`src/csvt_pkg.sv`:
```
package csvt_pkg;

   localparam logic [7:0] QuoteByte = 8'h22;
   localparam logic [7:0] CrByte    = 8'h0d;
   localparam logic [7:0] LfByte    = 8'h0a;
   localparam logic [7:0] CommaByte = 8'h2c;

   localparam int MaxTokens = 3;

   localparam logic CsrDelimiter = 1'b0;

   typedef enum logic [2:0] {
      ST_FIELD_START = 3'd0,
      ST_UNQUOTED    = 3'd1,
      ST_QUOTED      = 3'd2,
      ST_QUOTE_SEEN  = 3'd3,
      ST_AFTER_CR    = 3'd4
   } scan_state_type;

   typedef enum logic [1:0] {
      TOK_CONTENT = 2'd0,
      TOK_FIELD   = 2'd1,
      TOK_RECORD  = 2'd2
   } token_kind_type;

   typedef struct packed {
      token_kind_type kind;
      logic [7:0]     value;
   } token_type;

   typedef struct packed {
      logic                          load;
      logic [1:0]                    count;
      token_type [MaxTokens-1:0]     tok;
   } scan_out_type;

endpackage

```
`src/csvt_scan.sv`:
```
module csvt_scan (
   input  logic                  clock,
   input  logic                  reset,
   input  logic                  commit,
   input  logic [7:0]            text_byte,
   input  logic                  end_of_text,
   input  logic [7:0]            delimiter,
   output csvt_pkg::scan_out_type scan_out
);
   import csvt_pkg::*;

   scan_state_type scan_ff, scan_in, eff_state;
   logic           open_ff, open_in, open_pre;
   logic           swallow, is_quote, is_delim, is_cr, is_lf, is_sep;
   logic [1:0]     out_cnt;
   token_type [MaxTokens-1:0] out_tok;

   always_comb begin
      is_quote = (text_byte == QuoteByte);
      is_delim = (text_byte == delimiter);
      is_cr    = (text_byte == CrByte);
      is_lf    = (text_byte == LfByte);
      is_sep   = is_delim || is_cr || is_lf;
      swallow  = 1'b0;
      eff_state = scan_ff;
      if (scan_ff == ST_AFTER_CR) begin
         eff_state = ST_FIELD_START;
         swallow   = is_lf;
      end
   end

   always_comb begin
      scan_in = eff_state;
      open_in = open_ff;
      if (!swallow) begin
         case (eff_state)
            ST_UNQUOTED: begin
               if (is_delim) begin
                  scan_in = ST_FIELD_START;
                  open_in = 1'b1;
               end else if (is_cr) begin
                  scan_in = ST_AFTER_CR;
                  open_in = 1'b0;
               end else if (is_lf) begin
                  scan_in = ST_FIELD_START;
                  open_in = 1'b0;
               end
            end
            ST_QUOTED: begin
               if (is_quote) scan_in = ST_QUOTE_SEEN;
            end
            ST_QUOTE_SEEN: begin
               if (is_quote) begin
                  scan_in = ST_QUOTED;
               end else if (is_delim) begin
                  scan_in = ST_FIELD_START;
                  open_in = 1'b1;
               end else if (is_cr) begin
                  scan_in = ST_AFTER_CR;
                  open_in = 1'b0;
               end else if (is_lf) begin
                  scan_in = ST_FIELD_START;
                  open_in = 1'b0;
               end else begin
                  scan_in = ST_UNQUOTED;
               end
            end
            default: begin
               if (is_quote) begin
                  scan_in = ST_QUOTED;
                  open_in = 1'b1;
               end else if (is_delim) begin
                  scan_in = ST_FIELD_START;
                  open_in = 1'b1;
               end else if (is_cr) begin
                  scan_in = ST_AFTER_CR;
                  open_in = 1'b0;
               end else if (is_lf) begin
                  scan_in = ST_FIELD_START;
                  open_in = 1'b0;
               end else begin
                  scan_in = ST_UNQUOTED;
                  open_in = 1'b1;
               end
            end
         endcase
      end
      open_pre = open_in;
      if (end_of_text) begin
         scan_in = ST_FIELD_START;
         open_in = 1'b0;
      end
   end

   always_comb begin
      out_cnt = 2'd0;
      out_tok = '0;
      if (!swallow) begin
         case (eff_state)
            ST_QUOTED: begin
               if (!is_quote) begin
                  out_tok[out_cnt] = '{kind: TOK_CONTENT, value: text_byte};
                  out_cnt = out_cnt + 2'd1;
               end
            end
            ST_QUOTE_SEEN: begin
               if (is_quote) begin
                  out_tok[out_cnt] = '{kind: TOK_CONTENT, value: QuoteByte};
                  out_cnt = out_cnt + 2'd1;
               end else if (is_delim) begin
                  out_tok[out_cnt] = '{kind: TOK_FIELD, value: 8'h00};
                  out_cnt = out_cnt + 2'd1;
               end else if (is_sep) begin
                  out_tok[out_cnt] = '{kind: TOK_RECORD, value: 8'h00};
                  out_cnt = out_cnt + 2'd1;
               end else begin
                  out_tok[0] = '{kind: TOK_FIELD, value: 8'h00};
                  out_tok[1] = '{kind: TOK_CONTENT, value: text_byte};
                  out_cnt = 2'd2;
               end
            end
            default: begin
               if (is_quote && eff_state != ST_UNQUOTED) begin
                  out_cnt = 2'd0;
               end else if (is_delim) begin
                  out_tok[out_cnt] = '{kind: TOK_FIELD, value: 8'h00};
                  out_cnt = out_cnt + 2'd1;
               end else if (is_sep) begin
                  out_tok[out_cnt] = '{kind: TOK_RECORD, value: 8'h00};
                  out_cnt = out_cnt + 2'd1;
               end else begin
                  out_tok[out_cnt] = '{kind: TOK_CONTENT, value: text_byte};
                  out_cnt = out_cnt + 2'd1;
               end
            end
         endcase
      end
      if (end_of_text && open_pre) begin
         out_tok[out_cnt] = '{kind: TOK_RECORD, value: 8'h00};
         out_cnt = out_cnt + 2'd1;
      end
   end

   assign scan_out.load  = commit;
   assign scan_out.count = out_cnt;
   assign scan_out.tok   = out_tok;

   always_ff @(posedge clock) begin
      if (reset) begin
         scan_ff <= ST_FIELD_START;
         open_ff <= 1'b0;
      end else if (commit) begin
         scan_ff <= scan_in;
         open_ff <= open_in;
      end
   end

endmodule

```
`src/csvt_obuf.sv`:
```
module csvt_obuf (
   input  logic                   clock,
   input  logic                   reset,
   input  csvt_pkg::scan_out_type scan_out,
   output logic                   free,
   output logic                   rsp_valid,
   input  logic                   rsp_stall,
   output logic [1:0]             rsp_token_kind,
   output logic [7:0]             rsp_content_byte,
   output logic                   rsp_run_last
);
   import csvt_pkg::*;

   token_type [MaxTokens-1:0] tok_ff;
   logic [1:0] rem_ff, rem_in;
   logic [1:0] pos_ff, pos_in;
   logic       xfer;
   token_type  head;

   assign rsp_valid = (rem_ff != 2'd0);
   assign xfer      = rsp_valid && !rsp_stall;
   assign free      = (rem_ff == 2'd0) || (rem_ff == 2'd1 && xfer);
   assign head      = tok_ff[pos_ff];

   assign rsp_token_kind   = head.kind;
   assign rsp_content_byte = head.value;
   assign rsp_run_last     = (rem_ff == 2'd1);

   always_comb begin
      rem_in = rem_ff;
      pos_in = pos_ff;
      if (scan_out.load) begin
         rem_in = scan_out.count;
         pos_in = 2'd0;
      end else if (xfer) begin
         rem_in = rem_ff - 2'd1;
         pos_in = pos_ff + 2'd1;
      end
   end

   always_ff @(posedge clock) begin
      if (reset) begin
         rem_ff <= 2'd0;
         pos_ff <= 2'd0;
      end else begin
         rem_ff <= rem_in;
         pos_ff <= pos_in;
      end
   end

   always_ff @(posedge clock) begin
      if (scan_out.load) tok_ff <= scan_out.tok;
   end

endmodule

```
`src/csv_record_tokenizer.sv`:
```
// A byte transfer on req_ is registered in the input stage; once the result buffer is
// free, its results are loaded into that buffer and presented on rsp_ from there.
// Throughput: one byte per cycle while each byte gives at most one result and rsp_stall
// is low; a byte that gives more results holds the input as the result buffer drains.
// Reset: synchronous, active high; clears scanner state, record flag and result
// buffer, and sets the delimiter to comma.
module csv_record_tokenizer (
   input  logic        clock,
   input  logic        reset,
   input  logic        req_valid,
   output logic        req_stall,
   input  logic [7:0]  req_text_byte,
   input  logic        req_end_of_text,
   output logic        rsp_valid,
   input  logic        rsp_stall,
   output logic [1:0]  rsp_token_kind,
   output logic [7:0]  rsp_content_byte,
   output logic        rsp_run_last,
   input  logic        psel,
   input  logic        penable,
   input  logic        pwrite,
   input  logic [2:0]  paddr,
   input  logic [31:0] pwdata,
   output logic [31:0] prdata,
   output logic        pready
);
   import csvt_pkg::*;

   logic       in_vld_ff, in_vld_in;
   logic [7:0] byte_ff;
   logic       eot_ff;
   logic [7:0] delim_ff;
   logic       free, commit, take;
   scan_out_type scan_out;

   assign pready = 1'b1;
   assign prdata = (paddr[2] == CsrDelimiter) ? {24'h0, delim_ff} : 32'h0;

   always_ff @(posedge clock) begin
      if (reset) begin
         delim_ff <= CommaByte;
      end else if (psel && penable && pwrite && pready && paddr[2] == CsrDelimiter) begin
         delim_ff <= pwdata[7:0];
      end
   end

   assign commit    = in_vld_ff && free;
   assign req_stall = in_vld_ff && !free;
   assign take      = req_valid && !req_stall;
   assign in_vld_in = take || (in_vld_ff && !commit);

   always_ff @(posedge clock) begin
      if (reset) in_vld_ff <= 1'b0;
      else       in_vld_ff <= in_vld_in;
   end

   always_ff @(posedge clock) begin
      if (take) begin
         byte_ff <= req_text_byte;
         eot_ff  <= req_end_of_text;
      end
   end

   csvt_scan u_scan (
      .clock       (clock),
      .reset       (reset),
      .commit      (commit),
      .text_byte   (byte_ff),
      .end_of_text (eot_ff),
      .delimiter   (delim_ff),
      .scan_out    (scan_out)
   );

   csvt_obuf u_obuf (
      .clock            (clock),
      .reset            (reset),
      .scan_out         (scan_out),
      .free             (free),
      .rsp_valid        (rsp_valid),
      .rsp_stall        (rsp_stall),
      .rsp_token_kind   (rsp_token_kind),
      .rsp_content_byte (rsp_content_byte),
      .rsp_run_last     (rsp_run_last)
   );

endmodule

```
`config.mk`:
```
export PLATFORM = sky130hd
export DESIGN_NAME = csv_record_tokenizer
export DESIGN_NICKNAME = d
export VERILOG_FILES = /design/src/csvt_pkg.sv /design/src/csvt_scan.sv /design/src/csvt_obuf.sv /design/src/csv_record_tokenizer.sv
export SDC_FILE = /design/constraint.sdc
export NUM_CORES = 1
export LEC_CHECK = 0
export ABC_CLOCK_PERIOD_IN_PS = 4050
export BUFFER_PORTS_ARGS = -buffer_cell sky130_fd_sc_hd__buf_2
export CORE_ASPECT_RATIO = 0.5
export CORE_MARGIN = 2
export CORE_UTILIZATION = 40
export CTS_CLUSTER_SIZE = 10
export DETAILED_ROUTE_END_ITERATION = 6
export PLACE_DENSITY = 0.74
export RECOVER_POWER = 25
export SLEW_MARGIN = 20
export SYNTH_ARGS = -nofsm -noshare
export SYNTH_HDL_FRONTEND = slang
export SYNTH_SLANG_ARGS = --single-unit
```
`constraint.sdc`:
```
create_clock -name clock -period 4.05 [get_ports clock]
set_input_delay 0.6075 -clock clock [delete_from_list [all_inputs] [get_ports clock]]
set_output_delay 0.6075 -clock clock [all_outputs]
set_load 0.02 [all_outputs]
```
---- Word-level counts from Yosys, hierarchy flattened ----
Index checks and enable logic that the tools add are counted.
operators by class
  add/sub/neg operators ................... 3
  multiply operators ...................... 0
  div/mod/pow operators ................... 0
  magnitude comparators ................... 3
  equality and inequality tests ........... 10
  shift operators ......................... 0
  mux-type cells .......................... 53
  bitwise gates (word level) .............. 4
  reductions and logical operators ........ 24
operators with widths
  operator               number
  $mux W10               11
  $mux W20               2
  $mux W3                10
  $and A18 B27 Y27       1
  $not A27 Y27           1
  $mux W8                3
  $bmux W10 S2           1
  $demux W10 S2          1
  $pmux W10 S2           1
  $eq A8 B4 Y1 const B   2
  $mux W1                14
  $mux W2                7
  $logic_and A1 B1 Y1    12
  $eq A8 B6 Y1 const B   1
  $eq A8 B8 Y1           1
  $eq A3 B2 Y1 const B   2
  $lt A2 B3 Y1 const B   2
  $pmux W3 S2            1
  $add A2 B1 Y2 const B  2
  $logic_not A1 Y1       4
  $logic_or A1 B1 Y1     4
  $pmux W2 S2            1
  $reduce_bool A2 Y1     2
  $eq A3 B1 Y1 const B   1
  other kinds (10)       10
word-level totals
  bits in registers ....................... 56
  bits in latches ......................... 0
  RAM bits ................................ 0
  bits in read-only memories .............. 0
  bits of input ports ..................... 51
  output and inout bits ................... 46
  memories kept ........................... 0

---- Depth between registers and ports, before layout ----
  depth after elaboration ................. 15
  depth in mapped cells ................... 12

---- Cells and area by module ----
From an unflattened synthesis, not the netlist that was laid out.
unflattened totals
  cell total of the unflattened synthesis .. 317
  area total of the unflattened synthesis .. 3,241.9 um2
by module, submodules not included
  module                instances  cells each  area an instance (um2)
  csvt_obuf             1          90          1,340.0
  csvt_scan             1          143         967.2
  csv_record_tokenizer  1          84          934.6

---- Worst setup path before layout ----
Ideal clock, no wire load.
  path kind ............................... flip-flop to flip-flop
  start point ............................. register byte_ff[4]
  end point ............................... register u_obuf.tok_ff[0] (netlist bit) (data pin)
  arrival ................................. 2,494 ps
  setup slack ............................. 1,424 ps
  stages on the path, launching flop included .. 11
  buffers on the path ..................... 0
  cells stage by stage .................... edfxtp_1 -> or3_1 -> a211o_2 -> nand3_2 -> inv_2 -> nor2_1 -> inv_1 -> ha_1 -> and2_1 -> a221oi_2 -> and2_1
RTL lines
  element                   line                        source
  start: declaration        csv_record_tokenizer.sv:30  logic [7:0] byte_ff;
  start signal: assignment  csv_record_tokenizer.sv:59  byte_ff <= req_text_byte;
  end signal: assignment    csvt_obuf.sv:52             if (scan_out.load) tok_ff <= scan_out.tok;
  end: declaration          csvt_obuf.sv:14             token_type [MaxTokens-1:0] tok_ff;

==> run summary <==
The global routing usage on met2 was 0.240. In this run the power density over the cells is 485 nW/um2. The logs give 27 for the largest net degree at the start of global routing and 1310 um2 for the area used by multi-input combinational logic.

The share of synthesized registers carrying an async set or reset was 0; the count of instances resized after the clock tree is built was 0. The data required time of the critical path is 4.20 ns. Worst hold path class: reg2reg. The post-layout minimum cycle time works out to 3.21 ns. In the final timing run, aggregate negative setup slack is 0 ns. By area the synthesized netlist is led by sky130_fd_sc_hd__edfxtp_1 (32%), sky130_fd_sc_hd__dfxtp_1 (13%), sky130_fd_sc_hd__buf_4 (7.0%). TritonCTS built the clock tree. Filler-free cell count of the finished design: 413. The worst-margin pin slew was 0.935 ns. After synthesis the netlist holds a flip-flop and latch count of 46. Clock share of power: 0.351. The clock reaches the later pin of the worst-skew pair after 0.29 ns. The clock transition at the register clock pins on the worst setup and hold paths after CTS works out to 0.06 ns.

The run finished with clean final reports. The synthesized instance count came out at 279. In this run the vertical extent of the chip is 62.0 um. Based on the critical path, the design can be clocked at up to 312 MHz.

The run gives 2 as the number of H-tree levels. In the final routed layout, each cell accounts on average for 12.8 um. The number of remaining DRC errors was 0. Once detail routing completed, the nets flagged for antenna violations numbered 0. Detailed placement finished with a half-perimeter wire length of 3970 um. Fill cells in the final layout number 628.

The clock passes through at most 2 buffers. Most frequent cell after synthesis: sky130_fd_sc_hd__edfxtp_1. Input and output buffers added on the ports amount to 45.

The count of hold buffers inserted by post-cts repair came out at 0. Setup repair after global routing left no endpoint under its margin. During I/O placement, the number of pins put on the boundary was 97. Category of the critical setup timing path: reg2reg.

The die covers 7450 um2. The congestion estimate from routability-driven global placement came to 0.939. The final period utilization is 0.793. IR analysis of the VDD net gives a maximum drop of 0.000197 V. Sorting the synthesized cells by how often they occur yields sky130_fd_sc_hd__edfxtp_1 (29), sky130_fd_sc_hd__nand2_1 (28), sky130_fd_sc_hd__nor2_1 (28).

For this run the aggregate overflow at the end of global routing stands at 0. The worst path meets setup with 0.840 ns of slack. The final layout contains 376 nets. Max-cap violations in this run came to 0. For the sequential element share of the synthesized area, the log shows 0.450. The tools report the via count of the first global-routing pass as 1778. The layout overhead on the synthesized area came out at 14.4%. Counting the buffers created by CTS gives 5. The logs give 0 for the initial antenna violation count and 1.24 nW for the leakage power of the design. For the worst setup path, the data arrival time is 3.36 ns. The global routing stage identified its most utilized layer as met2.

Setup violations remaining at the end of the flow were counted as 0. The run gives 0.416 as the register share of total power. For the final clock skew, the log shows 0.00665 ns. The Yosys step of the flow raised 0 warnings. The analysis attributes to net switching a power of 444 uW.

The startpoint type of the worst setup path is a register. The die is 120 um wide. The switching power share of the total was 0.297. Clock tree synthesis selected as its root buffer the cell sky130_fd_sc_hd__clkbuf_16. The layout cell share with drive strength beyond 1 is 0.184. The combined area of all synthesized cells was 2690 um2; the met1 demand-to-capacity share in global routing was 0.195. For the initial core utilization, the log shows 0.408. Before CTS, the worst setup slack after placement is 0.948 ns. The tools report the placeable core area as 6600 um2.

Library cell occupying the most area in the post-synthesis netlist: sky130_fd_sc_hd__edfxtp_1. The routing usage on met3 is 0.0383. 0 antenna diodes ended up in the layout.

The number of hold violations in the final report came out at 0. The pre-antenna-repair detailed-routing pass consisted of 4 iterations. The register cell area after layout is 1210 um2, and the worst slew slack as a fraction of its limit is 0.376.

The first global-routing pass estimated 8420 um of wire. The tools report the logic gate share of total power as 0.233. The internal portion of the total power is 1.05 mW.

Aggregate global-route resource usage: 0.146. Main flop type after synthesis: sky130_fd_sc_hd__edfxtp_1. The logs give 0 for the number of slew-limit violations in the final report and 0 for the post-CTS setup buffer count. In the routed layout, each cell is associated on average with a via count of 4.91. The number of synthesized flops with an enable pin is 29. The worst setup path is captured at a register. The run gives 5300 um as the final wirelength.

The floorplan has 21 rows. In this run, placement finished with an instance count of 405. The routed layout has 2028 vias. The detailed router finished its first iteration with 167 violations. Total number of clock tree sinks: 46. A synthesized cell averages 9.66 um2. Along the worst path, the maximum fanout reaches 7. For the count of distinct cell types in the synthesized netlist, the log shows 56. Top cell type's share of synthesized area: 0.323.
## sequential cells by signal, summed over array words and instances (netlist names)
| signal | cells |
|---|---|
| in_vld_ff | 1 |
| byte_ff | 8 |
| u_obuf.pos_ff | 2 |
| eot_ff | 1 |
| u_obuf.tok_ff | 20 |
| u_obuf.rem_ff | 2 |
| u_scan.open_ff | 1 |
| u_scan.scan_ff | 3 |
| delim_ff | 8 |
## cell families after synthesis
kind of cell / after synthesis / synth area share
AND/OR/NAND/NOR: 120 / 0.238
flip-flops: 46 / 0.450
buffers and inverters: 44 / 0.0966
AO/OA/AOI/OAI: 41 / 0.117
XOR/XNOR: 11 / 0.0358
multiplexers: 10 / 0.0376
adder cells (fa/ha/maj): 5 / 0.0232
other: 2 / 0.00279
## power by group through the flow
stage / registers [mW] / logic [mW] / clock network, mW
finish: 0.622 / 0.348 / 0.524
global route: 0.631 / 0.387 / 0.554
CTS: 0.623 / 0.352 / 0.531
detailed placement: 0.633 / 0.349 / 0
global placement: 0.628 / 0.343 / 0
floorplan: 0.604 / 0.294 / 0
## through the flow
stage                     cell area (um2)  hold slack (ns)  power, mW  utilization
final                                3080            0.486       1.49        0.467
after CTS                            3090            0.488       1.51        0.469
after global routing                 3080            0.492       1.57        0.467
after global placement               2900            0.469      0.971        0.439
after floorplan                      2780            0.456      0.898            -
after detailed placement             2900            0.480      0.982        0.439
## path summary, 6_finish.rpt
path,from,to,slack (ns),cells after the start
max,byte_ff[3],u_obuf.tok_ff[0],0.84,11
min,delim_ff[7],delim_ff[7],0.49,2
max reg2reg,byte_ff[3],u_obuf.tok_ff[0],0.84,11
min reg2reg,delim_ff[7],delim_ff[7],0.49,2
## layer usage
layer,part of all wire,wire (um)
met5,0,0
met3,0.080,426
met2,0.44,2320
met4,0.012,63
met1,0.47,2490
## cell type report
class                           instances  share of cell area
Sequential cell                        46               0.393
Clock buffer                            5              0.0406
Multi-Input combinational cell        212               0.425
Inverter                               10              0.0122
Clock inverter                          3              0.0223
Timing Repair Buffer                   45              0.0702
Tap cell                               92              0.0373
## critical path: stages, from the launching register on
cell	delay (ns)
sky130_fd_sc_hd__edfxtp_1	0.52
sky130_fd_sc_hd__xor2_1	0.20
sky130_fd_sc_hd__nor4_1	0.40
sky130_fd_sc_hd__nand2_1	0.30
sky130_fd_sc_hd__nand3_2	0.21
sky130_fd_sc_hd__inv_2	0.07
sky130_fd_sc_hd__nor2_1	0.21
sky130_fd_sc_hd__inv_1	0.10
sky130_fd_sc_hd__ha_1	0.20
sky130_fd_sc_hd__and2_1	0.17
sky130_fd_sc_hd__a221oi_2	0.49
sky130_fd_sc_hd__and2_1	0.21
## layout by cell type, fill, tap and decap left out, drive strengths merged, types with 3 or more instances in the layout
master	n
nand2	28
nor4	3
nand3	3
xor2	9
a21o	3
nor3	9
mux2i	9
nor2	28
inv	10
ha	5
nor2b	12
nand2b	4
nand3b	5
o21ai	5
buf	38
o211ai	3
edfxtp	29
and2	16
conb	25
a21oi	10
dfxtp	17
o22ai	3
clkbuf	12
No activity file was read; power rests on OpenSTA's default activity.
